===== src/tpcl_pkg.sv =====
// Package for the threshold promote cache list: sizes, widths and cell control type.
`default_nettype none
package tpcl_pkg;

    // List geometry
    localparam int MAX_ENTRIES = 16;
    localparam int KEY_BITS    = 64;
    localparam int IDX_W       = (MAX_ENTRIES > 1) ? $clog2(MAX_ENTRIES) : 1;
    localparam int USED_W      = $clog2(MAX_ENTRIES + 1);

    // Fixed field widths
    localparam int COUNT_W     = 16;
    localparam int THR_W       = 16;
    localparam int CAP_W       = 5;
    localparam int POS_W       = 4;
    localparam int OCC_W       = 5;
    localparam int KEY_PORT_W  = 64;
    localparam int CFG_DATA_W  = 16;

    localparam logic [COUNT_W-1:0] COUNT_MAX = '1;

    // Operation codes on func
    localparam logic FUNC_ACCESS = 1'b0;
    localparam logic FUNC_CLEAR  = 1'b1;

    // Configuration register indexes
    localparam logic CFG_HIT_THRESHOLD = 1'b0;
    localparam logic CFG_CAPACITY      = 1'b1;

    // Per-cell update command
    typedef struct packed {
        logic load_new;   // take key and count from the front input
        logic shift;      // take key and count from the neighbor toward the front
        logic set_count;  // update the count only
    } cell_ctrl_t;

endpackage
`default_nettype wire


===== src/tpcl_cell.sv =====
// One list slot: holds a key and its hit count, compares against the access key.
`default_nettype none
module tpcl_cell (
    input  wire                               clk,
    input  wire                               rst_n,
    input  wire  tpcl_pkg::cell_ctrl_t        ctrl,
    input  wire                               valid,
    input  wire  [tpcl_pkg::KEY_BITS-1:0]     access_key,
    input  wire  [tpcl_pkg::COUNT_W-1:0]      new_count,
    input  wire  [tpcl_pkg::KEY_BITS-1:0]     prev_key,
    input  wire  [tpcl_pkg::COUNT_W-1:0]      prev_count,
    output logic [tpcl_pkg::KEY_BITS-1:0]     key_out,
    output logic [tpcl_pkg::COUNT_W-1:0]      count_out,
    output logic                              match
);
    import tpcl_pkg::*;

    logic [KEY_BITS-1:0] key_reg;
    logic [KEY_BITS-1:0] key_next;
    logic [COUNT_W-1:0]  count_reg;
    logic [COUNT_W-1:0]  count_next;

    // Next slot contents
    always_comb
    begin
        key_next   = key_reg;
        count_next = count_reg;
        if (ctrl.load_new)
        begin
            key_next   = access_key;
            count_next = new_count;
        end
        else if (ctrl.shift)
        begin
            key_next   = prev_key;
            count_next = prev_count;
        end
        else if (ctrl.set_count)
        begin
            count_next = new_count;
        end
    end

    // Key storage, undefined until written
    always_ff @(posedge clk)
    begin
        key_reg <= key_next;
    end

    // Count storage, cleared at reset
    always_ff @(posedge clk or negedge rst_n)
    begin
        if (!rst_n)
        begin
            count_reg <= '0;
        end
        else
        begin
            count_reg <= count_next;
        end
    end

    assign key_out   = key_reg;
    assign count_out = count_reg;
    assign match     = valid && (key_reg == access_key);

endmodule
`default_nettype wire


===== src/threshold_promote_cache_list.sv =====
// Top level: move-to-front cache list with hit threshold, built as a row of slot cells.
// A result strobes on done in the cycle after start is taken.
// Throughput: one access per cycle; all slots compare in parallel and shift in one step.
// busy stays low, so start is taken every cycle it is high; the receiver cannot stall.
// Reset: list empty, counts zero, hit_threshold 2, capacity 16; keys undefined until written.
// cfg_ready is always high; write configuration only while no access is in flight.
`default_nettype none
module threshold_promote_cache_list (
    input  wire                                 clk,
    input  wire                                 rst_n,
    input  wire                                 start,
    output logic                                busy,
    input  wire                                 func,
    input  wire  [tpcl_pkg::KEY_PORT_W-1:0]     key,
    output logic                                done,
    output logic                                hit,
    output logic [tpcl_pkg::POS_W-1:0]          hit_position,
    output logic [tpcl_pkg::COUNT_W-1:0]        hit_count,
    output logic                                promoted,
    output logic                                evicted,
    output logic [tpcl_pkg::KEY_PORT_W-1:0]     evicted_key,
    output logic [tpcl_pkg::OCC_W-1:0]          occupancy,
    input  wire                                 cfg_valid,
    output logic                                cfg_ready,
    input  wire                                 cfg_addr,
    input  wire  [tpcl_pkg::CFG_DATA_W-1:0]     cfg_data
);
    import tpcl_pkg::*;

    // Configuration registers
    logic [THR_W-1:0]  threshold_reg;
    logic [CAP_W-1:0]  capacity_reg;

    // List state
    logic [USED_W-1:0] used_reg;
    logic [USED_W-1:0] used_next;

    // Result registers
    logic                  done_reg;
    logic                  hit_reg;
    logic [POS_W-1:0]      pos_reg;
    logic [COUNT_W-1:0]    count_reg;
    logic                  promoted_reg;
    logic                  evicted_reg;
    logic [KEY_PORT_W-1:0] evkey_reg;
    logic [OCC_W-1:0]      occ_reg;

    // Cell row wiring
    cell_ctrl_t            ctrl   [MAX_ENTRIES];
    logic [KEY_BITS-1:0]   keys   [MAX_ENTRIES];
    logic [COUNT_W-1:0]    counts [MAX_ENTRIES];
    logic [MAX_ENTRIES-1:0] valid;
    logic [MAX_ENTRIES-1:0] match;

    logic                  accept;
    logic [KEY_BITS-1:0]   acc_key;
    logic                  found;
    logic [IDX_W-1:0]      pos;
    logic [COUNT_W-1:0]    old_cnt;
    logic [COUNT_W-1:0]    inc_cnt;
    logic [COUNT_W-1:0]    ins_cnt;
    logic                  promote;
    logic [USED_W-1:0]     cap_eff;
    logic                  full;
    logic                  evict;
    logic [USED_W-1:0]     used_base;
    logic [KEY_BITS-1:0]   last_key;

    assign busy      = 1'b0;
    assign cfg_ready = 1'b1;
    assign accept    = start && !busy;
    assign acc_key   = KEY_BITS'(key);

    // Configuration writes
    always_ff @(posedge clk or negedge rst_n)
    begin
        if (!rst_n)
        begin
            threshold_reg <= THR_W'(2);
            capacity_reg  <= CAP_W'(16);
        end
        else if (cfg_valid && cfg_ready)
        begin
            case (cfg_addr)
                CFG_HIT_THRESHOLD: threshold_reg <= cfg_data;
                CFG_CAPACITY:      capacity_reg  <= cfg_data[CAP_W-1:0];
                default:           threshold_reg <= threshold_reg;
            endcase
        end
    end

    // Slot cells
    genvar g;
    generate
        for (g = 0; g < MAX_ENTRIES; g++)
        begin : g_cell
            logic [KEY_BITS-1:0] pk;
            logic [COUNT_W-1:0]  pc;
            if (g == 0)
            begin : g_front
                assign pk = '0;
                assign pc = '0;
            end
            else
            begin : g_rest
                assign pk = keys[g-1];
                assign pc = counts[g-1];
            end
            assign valid[g] = (USED_W'(g) < used_reg);
            tpcl_cell u_cell (
                .clk        (clk),
                .rst_n      (rst_n),
                .ctrl       (ctrl[g]),
                .valid      (valid[g]),
                .access_key (acc_key),
                .new_count  (ins_cnt),
                .prev_key   (pk),
                .prev_count (pc),
                .key_out    (keys[g]),
                .count_out  (counts[g]),
                .match      (match[g])
            );
        end
    endgenerate

    // Hit lookup: at most one valid slot matches, so OR-combine
    always_comb
    begin
        found   = |match;
        pos     = '0;
        old_cnt = '0;
        for (int i = 0; i < MAX_ENTRIES; i++)
        begin
            if (match[i])
            begin
                pos     = pos | IDX_W'(i);
                old_cnt = old_cnt | counts[i];
            end
        end
    end

    // Count update, promotion, capacity and eviction
    always_comb
    begin
        inc_cnt = (old_cnt == COUNT_MAX) ? old_cnt : old_cnt + COUNT_W'(1);
        promote = (func == FUNC_ACCESS) && found && (pos != '0) && (inc_cnt > threshold_reg);
        if (capacity_reg == '0)
            cap_eff = USED_W'(1);
        else if (int'(capacity_reg) > MAX_ENTRIES)
            cap_eff = USED_W'(MAX_ENTRIES);
        else
            cap_eff = USED_W'(capacity_reg);
        full      = (used_reg >= cap_eff);
        evict     = (func == FUNC_ACCESS) && !found && full;
        used_base = full ? (cap_eff - USED_W'(1)) : used_reg;
        last_key  = keys[IDX_W'(used_reg - USED_W'(1))];
        ins_cnt   = ((func == FUNC_ACCESS) && found) ? inc_cnt : COUNT_W'(1);
    end

    // Per-cell commands
    always_comb
    begin
        for (int i = 0; i < MAX_ENTRIES; i++)
        begin
            ctrl[i] = '0;
            if (accept)
            begin
                if (func == FUNC_CLEAR)
                begin
                    ctrl[i].load_new = (i == 0);
                end
                else if (found && promote)
                begin
                    ctrl[i].load_new = (i == 0);
                    ctrl[i].shift    = (i != 0) && (IDX_W'(i) <= pos);
                end
                else if (found)
                begin
                    ctrl[i].set_count = (IDX_W'(i) == pos);
                end
                else
                begin
                    ctrl[i].load_new = (i == 0);
                    ctrl[i].shift    = (i != 0) && (USED_W'(i) <= used_base);
                end
            end
        end
    end

    // Occupancy after this access
    always_comb
    begin
        if (func == FUNC_CLEAR)
            used_next = USED_W'(1);
        else if (found)
            used_next = used_reg;
        else
            used_next = used_base + USED_W'(1);
    end

    always_ff @(posedge clk or negedge rst_n)
    begin
        if (!rst_n)
        begin
            used_reg <= '0;
            done_reg <= 1'b0;
        end
        else
        begin
            done_reg <= accept;
            if (accept)
            begin
                used_reg <= used_next;
            end
        end
    end

    // Result payload
    always_ff @(posedge clk)
    begin
        if (accept)
        begin
            hit_reg      <= (func == FUNC_ACCESS) && found;
            pos_reg      <= ((func == FUNC_ACCESS) && found) ? POS_W'(pos) : '0;
            count_reg    <= ins_cnt;
            promoted_reg <= promote;
            evicted_reg  <= evict;
            evkey_reg    <= evict ? KEY_PORT_W'(last_key) : '0;
            occ_reg      <= OCC_W'(used_next);
        end
    end

    assign done         = done_reg;
    assign hit          = hit_reg;
    assign hit_position = pos_reg;
    assign hit_count    = count_reg;
    assign promoted     = promoted_reg;
    assign evicted      = evicted_reg;
    assign evicted_key  = evkey_reg;
    assign occupancy    = occ_reg;

    // Checks
    a_used_bound: assert property (@(posedge clk) disable iff (!rst_n)
        int'(used_reg) <= MAX_ENTRIES)
        else $error("occupancy beyond list size");

    a_match_onehot: assert property (@(posedge clk) disable iff (!rst_n)
        $onehot0(match))
        else $error("key found in more than one slot");

    a_done_follows: assert property (@(posedge clk) disable iff (!rst_n)
        accept |=> done)
        else $error("transfer without result");

    a_promote_hit: assert property (@(posedge clk) disable iff (!rst_n)
        done && (promoted || hit_position != '0) |-> hit)
        else $error("promotion or position without hit");

    a_evict_miss: assert property (@(posedge clk) disable iff (!rst_n)
        done && evicted |-> !hit && (occupancy == OCC_W'(cap_eff)))
        else $error("eviction inconsistent");

endmodule
`default_nettype wire


===== config.mk =====
export PLATFORM = sky130hd
export DESIGN_NAME = threshold_promote_cache_list
export DESIGN_NICKNAME = d
export VERILOG_FILES = /design/src/tpcl_pkg.sv /design/src/tpcl_cell.sv /design/src/threshold_promote_cache_list.sv
export SDC_FILE = /design/constraint.sdc
export NUM_CORES = 2
export LEC_CHECK = 0
export BUFFER_PORTS_ARGS = -buffer_cell sky130_fd_sc_hd__buf_2
export CORE_MARGIN = 5
export CORE_UTILIZATION = 28
export DETAILED_ROUTE_END_ITERATION = 7
export PLACE_DENSITY = 0.43
export SYNTH_ARGS = -nofsm -noshare
export SYNTH_HDL_FRONTEND = slang
export SYNTH_HIERARCHICAL = 1
export SYNTH_SLANG_ARGS = --single-unit

===== constraint.sdc =====
create_clock -name clk -period 17.6 [get_ports clk]
set_input_delay 0 -clock clk [delete_from_list [all_inputs] [get_ports clk]]
set_output_delay 0 -clock clk [all_outputs]
set_load 0.01 [all_outputs]

==> impl_metrics.yaml <==
setup_path:
  crit_arrival_ns: 10.15
  cp_data_required_time_ns: 18.09
  slowest_stage: "dfrtp_4"
  start_kind: "flop"
  cp-end-kind: "flop"
  worst-path-buf-inv: 3
  path_depth: 25
  cp_top_family: "compound AO/OA/AOI/OAI gates"
  ff2ff_path_depth: 25
  crit_type: "flop to flop"
  cp_common_cell: "o21ai_0"
  crit_path_max_fanout: 33
  critPathMaxStageDelay_ns: 0.81
die:
  core_area_mm2: 0.2938
  num_rows: 199
  chipWidth_um: 553.1
  die_h_um: 553.1
  io-pin-count: 181
  die_area_mm2: 0.3060
  start_util_pct: 28.11
pwr:
  cellLeakagePower_nw: 33.12
  vdd_drop_max_v: 0.0001798
  power_density_mw_per_mm2: 137.4
synthesis:
  synth_top_area_cell: "edfxtp_1"
  yosysSeqAreaShare_pct: 49.15
  postSynthCellCount: 6173
  synth_commonest_cells: "1116 x edfxtp_1, 1032 x mux2_2, 538 x xnor2_1, 403 x xor2_1, 333 x mux2i_1"
  yosysUniqueCellTypes: 85
  post-synth-top-area-fraction_pct: 40.57
  yosys_warnings: 6
  post-synth-top-count-cell: "edfxtp_1"
  avgSynthCellArea_um2: 13.38
  synth_edf_count: 1116
  syn_area_mm2: 0.08260
  synthTopCellsByArea: "edfxtp_1 41%, mux2_2 14%, dfrtp_1 8.5%, mux4_2 7.0%, xnor2_1 5.7%"
  synthFlopType: "edfxtp_1"
  synth_seq_cells: 1399
  async_flop_share_pct: 20.23
run_status:
  status: "finished with violations"
  violations: "max-slew violations"
timing:
  relSlewSlack_pct: -120.9
  slew_viol_final: 17
  fin_worst_skew_ns: 0.09458
  max_clock_freq_ghz: 0.1035
  finalHoldViolCount: 0
  finalSetupViolations: 0
  rsz0062_at_grt: "false"
  layout_min_cycle_time_ns: 9.659
  fin_crit_sh_pct: 54.88
  worstMarginPinSlew_ns: 3.307
  tns_ns: 0
final_layout:
  largest_reg_flops: 1024
  finalNonFillerCells: 10640
  syn_to_final_growth_pct: 15.32
  drive_gt1_share_pct: 29.26
  nNetsFinal: 6677
cts:
  clkTransAtPathRegs_ns: 0.06
  cts_max_level: 4
  cts_tree: "yes"
  cts_buffers: 181
  cts_root_buf: "clkbuf_16"
  numClockSinks: 1399
  clock_path_buffers: 4
  clk_latency_ns: 0.90
global_route:
  grt_pass1_wl_mm: 443.0
  track_usage_pct: 19.84
  grt-ovfl-total: 0
  grt_max_degree: 172
  grt_pass1_vias: 56790
  antenna_found_initial: 37
drt:
  drt_iter0_markers: 4802
  drcViolationCount: 0
  vias: 55330
  via_per_inst: 5.199
  routed_wl_mm: 313.9
  firstDrtPassIters: 6
  post_drt_wl_per_cell_um: 29.50
  ant_nets: 0
worst_hold_path:
  hold_depth: 2
  hp-class: "input pin to flop"
place:
  dp.cells: 10170
  port_buffers: 178
  dp_hpwl_mm: 203.6
  place_congestion: 0.8370
flow_run:
  max-cap-violations: 0
## stage by stage
step                      total power, W  area (um2)  util [%]  hold WS [ns]  worst slack [ns]
after CTS                        0.01317       95220     32.41     0.0003800             8.050
after detailed placement        0.009431       88340     30.07        0.1659             7.897
after global routing             0.01366       95220     32.41       0.05358             7.471
after global placement          0.009417       88340     30.07        0.1585             7.788
after floorplan                 0.007741       83130         -       -0.2956             10.54
final                            0.01308       95250     32.42       0.06621             7.941
## cell families (layout without fill, tap and decap cells)
kind of cell	count (synthesis)	in the layout	share of synthesized area (%)
flip-flops	1399	1399	49.15
AO/OA/AOI/OAI	738	738	6.064
XOR/XNOR	941	941	9.978
adder cells (fa/ha/maj)	27	27	0.4090
AND/OR/NAND/NOR	952	952	6.238
multiplexers	1622	1622	25.10
other	2	157	0.009092
buffers and inverters	492	888	3.052
## path summary, 6_finish.rpt
check | from | endpoint | slack [ns]
max reg2reg | used_reg[0] | g_cell[4].u_cell/key_out[48] | 7.94
min in group asynchronous | rst_n | g_cell[10].u_cell/count_out[13] | 0.34
max | used_reg[0] | g_cell[4].u_cell/key_out[48] | 7.94
min | key[57] | g_cell[0].u_cell/key_out[57] | 0.07
max in group asynchronous | rst_n | used_reg[0] | 16.07
min reg2reg | g_cell[15].u_cell/count_out[1] | g_cell[15].u_cell/count_out[1] | 0.54
## per-layer routing
layer  share of wire (%)  global-route usage (%)  up-vias  routed length, um
met5               0.033                       0        -                103
met4                 2.9                   5.431       16               9240
met3                 5.4                   3.140      415              17090
met2                  47                   32.78     1615             148000
met1                  44                   26.98    28960             139500
li1                    -                       -    24320                  -
## cell usage in the layout, fill, tap and decap left out, types with 17 or more instances in the layout
cell type	instances
mux2_2	1032
xor2_1	403
mux4_2	256
clkinv_1	49
nor4_4	18
nor4_1	117
o2bb2ai_1	32
o21ai_0	53
buf_2	176
nand2_1	83
xnor2_1	536
mux2i_1	329
nor2_1	319
edfxtp_1	1116
a22oi_1	33
conb_1	145
clkinv_2	36
nor2b_1	71
a22o_1	61
inv_1	122
clkbuf_16	186
a211oi_1	132
o22ai_1	19
buf_4	122
a21oi_1	272
nor3_1	29
ha_1	26
or3_1	17
a221oi_1	62
nor4_2	20
nand4_1	173
dfrtp_1	280
clkbuf_1	38
dlygate4sd3_1	125
## final cells by class
| cell class | instances | area (um2) |
|---|---|---|
| timing repair buffer | 432 | 3222 |
| antenna | 12 | 30.03 |
| sequential | 1399 | 40600 |
| inverter | 125 | 474.2 |
| fill | 29480 | 198600 |
| clock buffer | 226 | 4825 |
| tap | 3919 | 4903 |
| multi-input combinational | 4425 | 40420 |
| clock inverter | 105 | 773.2 |
## where the power goes
part	internal [W]	switching (W)	leakage, nW
Combinational	0.00177	0.00254	15.8
Sequential	0.00449	0.000656	14.5
Clock	0.00207	0.00156	2.75
Total	0.00834	0.00475	33.1
## repair_timing
action / CTS / global route
hold buffers: 126 / 0
endpoints found under the hold margin: 258 / 0
setup buffers: 0 / 0
resized for setup: 0 / 0
(Power assumes the default switching activity.)
